File: src/design/kda_pkg.sv
// Shared types, constants and the log2 fraction table generator for the
// divergence aggregator. No dependencies.
`default_nettype none
package kda_pkg;

	localparam int FRAC_BITS_DEF      = 16;
	localparam int LOG_TABLE_BITS_DEF = 8;
	localparam int QUEUE_DEPTH_DEF    = 2;

	localparam int CNT_W     = 32;
	localparam int SUM_W     = 48;
	localparam int FX_W      = 64;
	localparam int PSIZE_W   = 21;
	localparam int GSIZE_W   = 24;
	localparam int GAIN_W    = 32;
	localparam int GAIN_FRAC = 16;
	localparam int IN_DATA_W  = 216;
	localparam int OUT_DATA_W = 376;
	localparam int CFG_IDX_W  = 1;

	localparam logic [CFG_IDX_W-1:0] REG_SCORE_GAIN    = 1'd0;
	localparam logic [CFG_IDX_W-1:0] REG_NEGATIVE_MODE = 1'd1;
	localparam logic [GAIN_W-1:0]    GAIN_RESET        = 32'd65536;

	localparam logic [FX_W-1:0] S64_MIN = {1'b1, {(FX_W-1){1'b0}}};
	localparam logic [FX_W-1:0] S64_MAX = {1'b0, {(FX_W-1){1'b1}}};

	// one queued item, already classified by the front end
	typedef struct packed {
		logic                leaf;
		logic [CNT_W-1:0]    value;
		logic [CNT_W-1:0]    item_ref;
		logic [FX_W-1:0]     micro;
		logic [PSIZE_W-1:0]  size;
		logic [FX_W-1:0]     div;
		logic                last;
	} item_t;

	typedef enum logic [1:0] {
		PH_LEAF  = 2'd0,
		PH_GROUP = 2'd1,
		PH_GAIN  = 2'd2
	} phase_t;

	typedef enum logic [1:0] {
		SP_NONE = 2'd0,
		SP_ZERO = 2'd1,
		SP_MIN  = 2'd2
	} spec_t;

	// fraction of log2(1 + idx/2^tbits) by repeated squaring in Q1.30
	function automatic longint unsigned log_frac(input int idx, input int fbits,
			input int tbits);
		longint unsigned y;
		longint unsigned r;
		y = ((longint'(1) << tbits) | longint'(idx)) << (30 - tbits);
		r = 0;
		for (int k = 0; k < fbits; k++) begin
			y = (y * y) >> 30;
			r = r << 1;
			if (y >= (longint'(1) << 31)) begin
				r = r | 1;
				y = y >> 1;
			end
		end
		return r;
	endfunction

endpackage
`default_nettype wire

File: src/design/kda_front.sv
// Input stage: takes stream words, unpacks and classifies them into queue items.
// Depends on kda_pkg.
`default_nettype none
module kda_front (
	input  wire logic                           clk,
	input  wire logic                           arst_n,
	input  wire logic                           s_tvalid,
	output logic                                s_tready,
	// item_value, item_ref, part_micro, part_size, part_divergence, zero pad
	input  wire logic [kda_pkg::IN_DATA_W-1:0]  s_tdata,
	// mode
	input  wire logic                           s_tuser,
	input  wire logic                           s_tlast,
	output logic                                push_valid,
	input  wire logic                           push_ready,
	output kda_pkg::item_t                      push_item
);

	logic           vld_s1;
	kda_pkg::item_t item_s1;
	kda_pkg::item_t item_in;

	always_comb begin
		item_in.leaf     = !s_tuser;
		item_in.value    = s_tdata[31:0];
		item_in.item_ref = s_tdata[63:32];
		item_in.last     = s_tlast;
		if (s_tuser) begin
			item_in.micro = s_tdata[127:64];
			item_in.size  = s_tdata[148:128];
			item_in.div   = s_tdata[212:149];
		end else begin
			// leaf: one leaf, no divergence, micro term computed later
			item_in.micro = '0;
			item_in.size  = kda_pkg::PSIZE_W'(1);
			item_in.div   = '0;
		end
	end

	assign s_tready   = !vld_s1 || push_ready;
	assign push_valid = vld_s1;
	assign push_item  = item_s1;

	always_ff @(posedge clk or negedge arst_n) begin
		if (!arst_n) begin
			vld_s1 <= 1'b0;
		end else if (s_tvalid && s_tready) begin
			vld_s1 <= 1'b1;
		end else if (push_ready) begin
			vld_s1 <= 1'b0;
		end
	end

	always_ff @(posedge clk) begin
		if (s_tvalid && s_tready) begin
			item_s1 <= item_in;
		end
	end

endmodule
`default_nettype wire

File: config.mk
export PLATFORM = sky130hd
export DESIGN_NAME = kda_front
export DESIGN_NICKNAME = d
export VERILOG_FILES = /design/src/design/kda_pkg.sv /design/src/design/kda_front.sv
export SDC_FILE = /design/constraint.sdc
export NUM_CORES = 1
export LEC_CHECK = 0
export BUFFER_PORTS_ARGS = -buffer_cell sky130_fd_sc_hd__buf_4
export CAP_MARGIN = 20
export CELL_PAD_IN_SITES_DETAIL_PLACEMENT = 1
export CELL_PAD_IN_SITES_GLOBAL_PLACEMENT = 2
export CORE_AREA = 2 2 172 174
export CTS_CLUSTER_DIAMETER = 50
export DETAILED_ROUTE_END_ITERATION = 10
export DIE_AREA = 0 0 174 176
export PLACE_DENSITY = 0.76
export SYNTH_ARGS = -nofsm -noshare
export SYNTH_HDL_FRONTEND = slang
export SYNTH_SLANG_ARGS = --single-unit
File: constraint.sdc
create_clock -name clk -period 7.8 [get_ports clk]
set_input_delay 1.17 -clock clk [delete_from_list [all_inputs] [get_ports clk]]
set_output_delay 1.17 -clock clk [all_outputs]
set_load 0.02 [all_outputs]
==> results.ini <==
[routing]
wl_um = 23300
vias_per_cell = 4.00
wl_per_cell_um = 18.7
drtIter0Drc = 280
ant_nets = 0
drc = 0
num_vias = 4975
firstDrtPassIters = 4

[power]
ir_drop_mv = 0.153
powerDensity_nw_per_um2 = 245
power_uw = 2980
leakagePower_uw = 0.00508

[synth]
synth_top_area_frac = 0.858
synth-seq-area-share = 0.862
synthMuxAreaShare = 0
yosys_warnings = 0
synth-seq-cells = 216
synthXorXnorAreaFrac = 0
synth.avg_cell_area_um2 = 19.5
syn_nets = 607
synth_compound_area_frac = 0
synth_top_family_by_area = simple AND/OR/NAND/NOR gates
yosys.area_share.adder = 0
synth_simple_gate_area_share = 0.126
synth_cells = 385
synth.area.top_cells = edfxtp_1 (86%), and2_1 (12%), clkbuf_2 (0.53%)
ys_types = 8
mappedNetlistArea_um2 = 7520
synth_top_cell_by_area = edfxtp_1

[floorplan]
core_um2 = 28500
pin_count = 439
die_h_um = 176
die-area_um2 = 30600
num_rows = 62
fp.dieW_um = 174
start_util = 0.263

[global_route]
grt_pass1_vias = 5309
grt_pass1_wl_um = 33000
grt-ovfl-total = 0
antenna_found_initial = 2
track_usage = 0.143
grt_start_max_net_pins = 188

[worst_setup_path]
path_common_cell = buf_4
worstPathMaxFanout = 3
endpoint_kind = output pin
worst_setup_path_start_kind = primary input
cp_data_required_time_ns = 6.63
cp.arrival_ns = 1.62
path_class = in2out
cp_cell_sequence = buf_4 > nand2b_1 > buf_4
crit_slowest_cell = nand2b_1
cp_slowest_stage_delay_ns = 0.17

[timing]
tns_ns = 0
rsz0062_at_grt = false
hold_slack_ns = 0.406
finalSetupViolCount = 0
hold_viol_final = 0
clock_skew_ns = 0.0137
fmax_mhz = 359
min_period_ns = 2.79
relSlewSlack = 0.273
timing_max_transition_violations_final = 0
fin_crit_sh = 0.357
worstMarginPinSlew_ns = 1.09

[clock_tree]
cts_root_buffer = clkbuf_16
cts.reportedPaths.clkPinSlew_ns = 0.06
hold_buffers = 0
clockBufferDepth = 3
cts_resized = 0
cts_tree = done
post-cts-setup-buffer-count = 0
insertion_delay_ns = 0.52
cts_sinks = 216
cts-htree-levels = 1
numCtsBuffers = 28

[layout]
layout-drive-gt1-share = 0.561
fin_area_um2 = 12100
fin_nets = 1058
areaGrowthSynthToFinish_pct = 61.4

[placement]
gp_congestion = 0.739
port_buffers = 435
place_area_um2 = 11200

[flow_run]
maxCapViolations = 0

[hold_path]
hp-class = in2async

[status]
run_status = finished clean

area by class of cell:
type                            count  area [µm²]
Timing Repair Buffer              437        3290
Fill cell                        3001       16400
Clock buffer                       38         790
Tap cell                          384         480
Antenna cell                        2        5.00
Clock inverter                     13         135
Sequential cell                   216        6480
Multi-Input combinational cell    152         953
Inverter                            1        3.75
report_power, final:
part	leakage (µW)	switching [µW]	total (µW)	internal, µW
Sequential	0.00210	19.1	1380	1360
Combinational	0.00253	173	337	163
Clock	0.000449	488	1260	777
Total	0.00508	680	2980	2300
routing by layer:
| metal | vias to the layer above | routed length [µm] | GRT usage | share of wire |
|---|---|---|---|---|
| li1 | 2286 | - | - | - |
| met1 | 2412 | 7810 | 0.144 | 0.34 |
| met2 | 244 | 12500 | 0.268 | 0.54 |
| met3 | 33 | 2510 | 0.0646 | 0.11 |
| met4 | 0 | 465 | 0.0357 | 0.020 |
| met5 | - | 0 | 0 | 0 |
synth_stat cells, drive strengths merged:
library cell	count
edfxtp	215
inv	1
and2	149
buf	8
dfrtp	1
clkbuf	8
nand2b	3
worst max-delay path, delay by kind of cell:
kind,cells,cell delay (ns)
buf+inv,2,0.28
simple gates,1,0.17
path summary, 6_finish.rpt:
path                            startpoint        endpoint  slack [ns]  depth (start not counted)
worst max-delay path            push_ready        s_tready        5.01                          3
worst min-delay path                arst_n      push_valid        0.41                          1
worst max register to register  push_valid  push_item[101]        5.56                          3
worst min register to register  push_valid      push_valid        0.59                          2
max in group asynchronous           arst_n      push_valid        7.31                          1
min in group clk                push_valid      push_valid        0.59                          2
placed cells by master (no fill, tap or decap), drive strengths merged:
cell type	count
buf	437
clkinv	6
bufinv	2
and2	149
inv	4
clkinvlp	2
nand2b	3
clkbuf	38
edfxtp	215
diode	2
dfrtp	1
sequential cells by signal, indices dropped and copies added (netlist names):
name        cells
push_item     215
push_valid      1
metrics by stage:
step / std cells / setup slack (ns) / util
after floorplan: 385 / 0.836 / -
after global placement: 1190 / 4.74 / 0.393
after detailed placement: 1190 / 4.70 / 0.393
after CTS: 1241 / 5.01 / 0.425
after global routing: 1242 / 4.99 / 0.425
final: 1243 / 5.01 / 0.425
cell families (layout without fill, tap and decap cells):
family | count (synthesis) | count (layout)
flops | 216 | 216
simple gates | 152 | 152
buf+inv | 17 | 489
other cells | 0 | 2
Note: power is estimated with default switching activity, not from simulation.
