$ cat src/design/kda_pkg.sv
// Shared types, constants and the log2 fraction table generator for the
// divergence aggregator. No dependencies.
`default_nettype none
package kda_pkg;

	localparam int FRAC_BITS_DEF      = 16;
	localparam int LOG_TABLE_BITS_DEF = 8;
	localparam int QUEUE_DEPTH_DEF    = 2;

	localparam int CNT_W     = 32;
	localparam int SUM_W     = 48;
	localparam int FX_W      = 64;
	localparam int PSIZE_W   = 21;
	localparam int GSIZE_W   = 24;
	localparam int GAIN_W    = 32;
	localparam int GAIN_FRAC = 16;
	localparam int IN_DATA_W  = 216;
	localparam int OUT_DATA_W = 376;
	localparam int CFG_IDX_W  = 1;

	localparam logic [CFG_IDX_W-1:0] REG_SCORE_GAIN    = 1'd0;
	localparam logic [CFG_IDX_W-1:0] REG_NEGATIVE_MODE = 1'd1;
	localparam logic [GAIN_W-1:0]    GAIN_RESET        = 32'd65536;

	localparam logic [FX_W-1:0] S64_MIN = {1'b1, {(FX_W-1){1'b0}}};
	localparam logic [FX_W-1:0] S64_MAX = {1'b0, {(FX_W-1){1'b1}}};

	// one queued item, already classified by the front end
	typedef struct packed {
		logic                leaf;
		logic [CNT_W-1:0]    value;
		logic [CNT_W-1:0]    item_ref;
		logic [FX_W-1:0]     micro;
		logic [PSIZE_W-1:0]  size;
		logic [FX_W-1:0]     div;
		logic                last;
	} item_t;

	typedef enum logic [1:0] {
		PH_LEAF  = 2'd0,
		PH_GROUP = 2'd1,
		PH_GAIN  = 2'd2
	} phase_t;

	typedef enum logic [1:0] {
		SP_NONE = 2'd0,
		SP_ZERO = 2'd1,
		SP_MIN  = 2'd2
	} spec_t;

	// fraction of log2(1 + idx/2^tbits) by repeated squaring in Q1.30
	function automatic longint unsigned log_frac(input int idx, input int fbits,
			input int tbits);
		longint unsigned y;
		longint unsigned r;
		y = ((longint'(1) << tbits) | longint'(idx)) << (30 - tbits);
		r = 0;
		for (int k = 0; k < fbits; k++) begin
			y = (y * y) >> 30;
			r = r << 1;
			if (y >= (longint'(1) << 31)) begin
				r = r | 1;
				y = y >> 1;
			end
		end
		return r;
	endfunction

endpackage
`default_nettype wire

$ cat src/design/kda_fifo.sv
// Short register queue between the front end and the compute back end.
// Depends on kda_pkg.
`default_nettype none
module kda_fifo #(
	parameter int DEPTH = kda_pkg::QUEUE_DEPTH_DEF
) (
	input  wire logic            clk,
	input  wire logic            arst_n,
	input  wire logic            in_valid,
	output logic                 in_ready,
	input  wire kda_pkg::item_t  in_item,
	output logic                 out_valid,
	input  wire logic            out_ready,
	output kda_pkg::item_t       out_item
);

	localparam int PTR_W = (DEPTH > 1) ? $clog2(DEPTH) : 1;
	localparam int CNT_W = $clog2(DEPTH + 1);

	kda_pkg::item_t   mem [DEPTH];
	logic [PTR_W-1:0] wr_ptr_q;
	logic [PTR_W-1:0] rd_ptr_q;
	logic [CNT_W-1:0] count_q;
	logic             push;
	logic             pop;

	assign in_ready  = count_q != CNT_W'(DEPTH);
	assign out_valid = count_q != '0;
	assign out_item  = mem[rd_ptr_q];
	assign push      = in_valid && in_ready;
	assign pop       = out_valid && out_ready;

	always_ff @(posedge clk or negedge arst_n) begin
		if (!arst_n) begin
			wr_ptr_q <= '0;
			rd_ptr_q <= '0;
			count_q  <= '0;
		end else begin
			if (push) begin
				wr_ptr_q <= (wr_ptr_q == PTR_W'(DEPTH - 1)) ? '0 : wr_ptr_q + PTR_W'(1);
			end
			if (pop) begin
				rd_ptr_q <= (rd_ptr_q == PTR_W'(DEPTH - 1)) ? '0 : rd_ptr_q + PTR_W'(1);
			end
			if (push && !pop) begin
				count_q <= count_q + CNT_W'(1);
			end else if (pop && !push) begin
				count_q <= count_q - CNT_W'(1);
			end
		end
	end

	always_ff @(posedge clk) begin
		if (push) begin
			mem[wr_ptr_q] <= in_item;
		end
	end

endmodule
`default_nettype wire

$ cat config.mk
export PLATFORM = sky130hd
export DESIGN_NAME = kda_fifo
export DESIGN_NICKNAME = d
export VERILOG_FILES = /design/src/design/kda_pkg.sv /design/src/design/kda_fifo.sv
export SDC_FILE = /design/constraint.sdc
export NUM_CORES = 1
export LEC_CHECK = 0
export BUFFER_PORTS_ARGS = -buffer_cell sky130_fd_sc_hd__buf_2
export CORE_ASPECT_RATIO = 0.8
export CORE_UTILIZATION = 47
export CTS_BUF_LIST = sky130_fd_sc_hd__clkbuf_16
export DETAILED_ROUTE_END_ITERATION = 12
export PLACE_DENSITY = 0.82
export SYNTH_ARGS = -nofsm -noshare
export SYNTH_HDL_FRONTEND = slang
export SYNTH_SLANG_ARGS = --single-unit
$ cat constraint.sdc
create_clock -name clk -period 10.8 [get_ports clk]
set_input_delay 1.08 -clock clk [delete_from_list [all_inputs] [get_ports clk]]
set_output_delay 1.08 -clock clk [all_outputs]
set_load 0.005 [all_outputs]
==> metrics.json <==
{
  "grt_overflow_total": {"value": 0},
  "grt_use_total": {"value": 18.3, "unit": "%"},
  "grt_start_max_net_pins": {"value": 83},
  "power.ir.vdd_worst": {"value": 0.250, "unit": "mV"},
  "ctsHtreeMaxLevel": {"value": 2},
  "post-cts-setup-buffers": {"value": 0},
  "std_cell_rows": {"value": 60},
  "nNetsFinal": {"value": 1372},
  "drt_iter0_drc": {"value": 479},
  "dominant_cell_by_count_in_the_synthesized_netlist": {"value": "sky130_fd_sc_hd__edfxtp_1"},
  "final_core_util": {"value": 59.5, "unit": "%"},
  "die_h": {"value": 168, "unit": "µm"},
  "place.detailed.instances": {"value": 1572},
  "rsz0062_at_grt": {"value": "false"},
  "critical_path.cell_chain": {"value": "buf_4 -> buf_4 -> mux2_2 -> buf_2"},
  "critical_path_required": {"value": 9720, "unit": "ps"},
  "wl": {"value": 33600, "unit": "µm"},
  "cts_hold_buffers": {"value": 0},
  "cts_buffer_depth": {"value": 3},
  "initial_utilization": {"value": 48.1, "unit": "%"},
  "ys.flop_type": {"value": "sky130_fd_sc_hd__edfxtp_1"},
  "placeableCoreArea": {"value": 33900, "unit": "µm²"},
  "netlist_instances": {"value": 687},
  "postSynthAreaPerCell": {"value": 23.7, "unit": "µm²"},
  "power_leakage": {"value": 7.93, "unit": "nW"},
  "power.density_cell_area": {"value": 266, "unit": "nW/µm²"},
  "ys_seq_elements": {"value": 434},
  "hold_path_class": {"value": "in2async"},
  "number_of_global_route_vias_before_repair": {"value": 8376},
  "post-route-period-util": {"value": 44.6, "unit": "%"},
  "avgViaCountPerCell": {"value": 4.95},
  "drtPass1Iterations": {"value": 4},
  "critPathKind": {"value": "reg2out"},
  "maxCapViolations": {"value": 0},
  "area_growth_syn_to_layout": {"value": 23.8, "unit": "%"},
  "syn-num-nets": {"value": 907},
  "die_x": {"value": 210, "unit": "µm"},
  "synth-seq-area-share": {"value": 79.9, "unit": "%"},
  "yosysWarnings": {"value": 0},
  "drtAntennaViolNets": {"value": 0},
  "post-dp-hpwl": {"value": 22800, "unit": "µm"},
  "netlist_top_cells_count": {"value": "sky130_fd_sc_hd__edfxtp_1, sky130_fd_sc_hd__mux2_4, sky130_fd_sc_hd__mux2_2"},
  "critical_path.reg2reg.startpoint": {"value": "count_q[0]"},
  "final-hold-violation-count": {"value": 0},
  "root_buffer_master": {"value": "sky130_fd_sc_hd__clkbuf_16"},
  "max_slew.worst_pin.slew": {"value": 1240, "unit": "ps"},
  "outcome": {"value": "finished, final reports clean"},
  "synth_cell_type_count": {"value": 15},
  "crit_buf_inv": {"value": 3},
  "setup_total_negative_slack": {"value": 0, "unit": "ps"},
  "post_cts_resized": {"value": 0},
  "clkSlewWorstSetupHoldPaths": {"value": 60, "unit": "ps"},
  "synth_largest_type_area_fraction": {"value": 79.3, "unit": "%"},
  "crit_path_top_delay_cell": {"value": "sky130_fd_sc_hd__dfrtp_4"},
  "slew-limit-headroom": {"value": 17.5, "unit": "%"},
  "worst_path_dominant_cell_family": {"value": "buffers and inverters"},
  "antenna_found_initial": {"value": 8},
  "grt_pass1_wl": {"value": 48400, "unit": "µm"},
  "ios": {"value": 436},
  "synth_top_area_cell": {"value": "sky130_fd_sc_hd__edfxtp_1"},
  "fp.dieArea": {"value": 35400, "unit": "µm²"},
  "mappedNetlistArea": {"value": 16300, "unit": "µm²"},
  "numClockSinks": {"value": 434},
  "numPortBuffers": {"value": 435},
  "synthTopCellsByArea": {"value": "sky130_fd_sc_hd__edfxtp_1, sky130_fd_sc_hd__mux2_4, sky130_fd_sc_hd__mux2_2"},
  "setup_viol": {"value": 0},
  "detail_route.wl_per_cell": {"value": 20.4, "unit": "µm"},
  "finalClockSkew": {"value": 8.24, "unit": "ps"},
  "cp-end-kind": {"value": "output port"},
  "gpl.final_weighted_congestion": {"value": 0.827},
  "via_count": {"value": 8153},
  "timing.critical_path.arrival": {"value": 3740, "unit": "ps"},
  "critical_path.startpoint_type": {"value": "flip-flop"},
  "cts_tree": {"value": "yes"},
  "clk_latency": {"value": 530, "unit": "ps"},
  "layout-drive-gt1-share": {"value": 60.8, "unit": "%"},
  "asyncSetResetFlopFracSynth": {"value": 0.922, "unit": "%"},
  "synth_enable_flop_cells": {"value": 430},
  "crit_path_max_incr_delay": {"value": 970, "unit": "ps"},
  "timing.critical_path.fanout_max": {"value": 58},
  "post_layout_nonfiller_instances": {"value": 1648},
  "finalWorstPathRequiredPeriod": {"value": 4820, "unit": "ps"},
  "drv_slew": {"value": 0},
  "critPathMostFrequentCell": {"value": "sky130_fd_sc_hd__buf_4"},
  "drcViolationCount": {"value": 0},
  "cp-startpoint": {"value": "rd_ptr_q"},
  "fmaxAchievable": {"value": 208, "unit": "MHz"},
  "cts_buffers": {"value": 43}
}
worst reg2reg max path: stages (launching register included):
cell and delay, ps:
sky130_fd_sc_hd__dfrtp_1 420, sky130_fd_sc_hd__nand2b_1 190, sky130_fd_sc_hd__and3_4 880, sky130_fd_sc_hd__buf_4 1000
sky130_fd_sc_hd__buf_4 940
per-layer routing:
metal / up-vias / global-route usage (%) / wire (µm)
li1: 3682 / - / -
met1: 4029 / 22.3 / 13400
met2: 354 / 30.8 / 16500
met3: 80 / 5.94 / 2780
met4: 8 / 6.44 / 932
met5: - / 0 / 51
cell usage in the layout (no fill, tap or decap), types with 2 or more instances in the layout:
cell	n
sky130_fd_sc_hd__buf_2	435
sky130_fd_sc_hd__buf_4	9
sky130_fd_sc_hd__clkbuf_16	45
sky130_fd_sc_hd__clkinv_1	10
sky130_fd_sc_hd__clkinv_2	6
sky130_fd_sc_hd__clkinvlp_4	2
sky130_fd_sc_hd__dfrtp_1	3
sky130_fd_sc_hd__diode_2	3
sky130_fd_sc_hd__edfxtp_1	430
sky130_fd_sc_hd__inv_1	9
sky130_fd_sc_hd__mux2_2	75
sky130_fd_sc_hd__mux2_4	140
sky130_fd_sc_hd__nand2_1	2
sky130_fd_sc_hd__xnor2_1	3
sky130_fd_sc_hd__xor2_1	2
where the power goes:
part | internal, W | switching [W] | leakage, nW
registers | 0.00231 | 0.000141 | 4.04
logic | 0.000826 | 0.000743 | 3.25
clock network | 0.000749 | 0.000587 | 0.645
metrics by stage:
step	cell area [µm²]	hold WS [ps]	total power (W)	setup WS (ps)
final	20200	349	0.00536	5980
after global routing	20200	326	0.00559	5730
after CTS	20200	321	0.00542	5840
after detailed placement	18900	499	0.00407	6370
after global placement	18900	469	0.00403	6410
after floorplan	16300	456	0.00354	3570
path summary, 6_finish.rpt:
kind | endpoint | slack (ps) | depth (start not counted)
min in group clk | count_q[1] | 510 | 1
min reg2reg | count_q[1] | 510 | 1
max in group asynchronous | rd_ptr_q | 10310 | 1
max | out_item[18] | 5980 | 4
min | wr_ptr_q | 350 | 1
max reg2reg | mem[1][147] | 6950 | 4
cell families after synthesis:
group | Yosys count | share of synthesized area (%)
mux | 215 | 18.1
simple gates | 7 | 0.208
flops | 434 | 79.9
fa+ha+maj | 1 | 0.0768
buf+inv | 25 | 1.41
xor+xnor | 5 | 0.269
cell type report:
class,instances,area (µm²)
fill,2479,13700
sequential,434,13000
multi-input combinational,228,3050
timing repair buffer,444,2240
clock buffer,45,1130
tap,465,582
clock inverter,28,130
antenna,3,7.51
inverter,1,3.75
registers in the layout, indices dropped and copies added, names as in the netlist:
name	flops
count_q	2
rd_ptr_q	1
wr_ptr_q	1
mem	430
No activity file was read; power rests on OpenSTA's default activity.
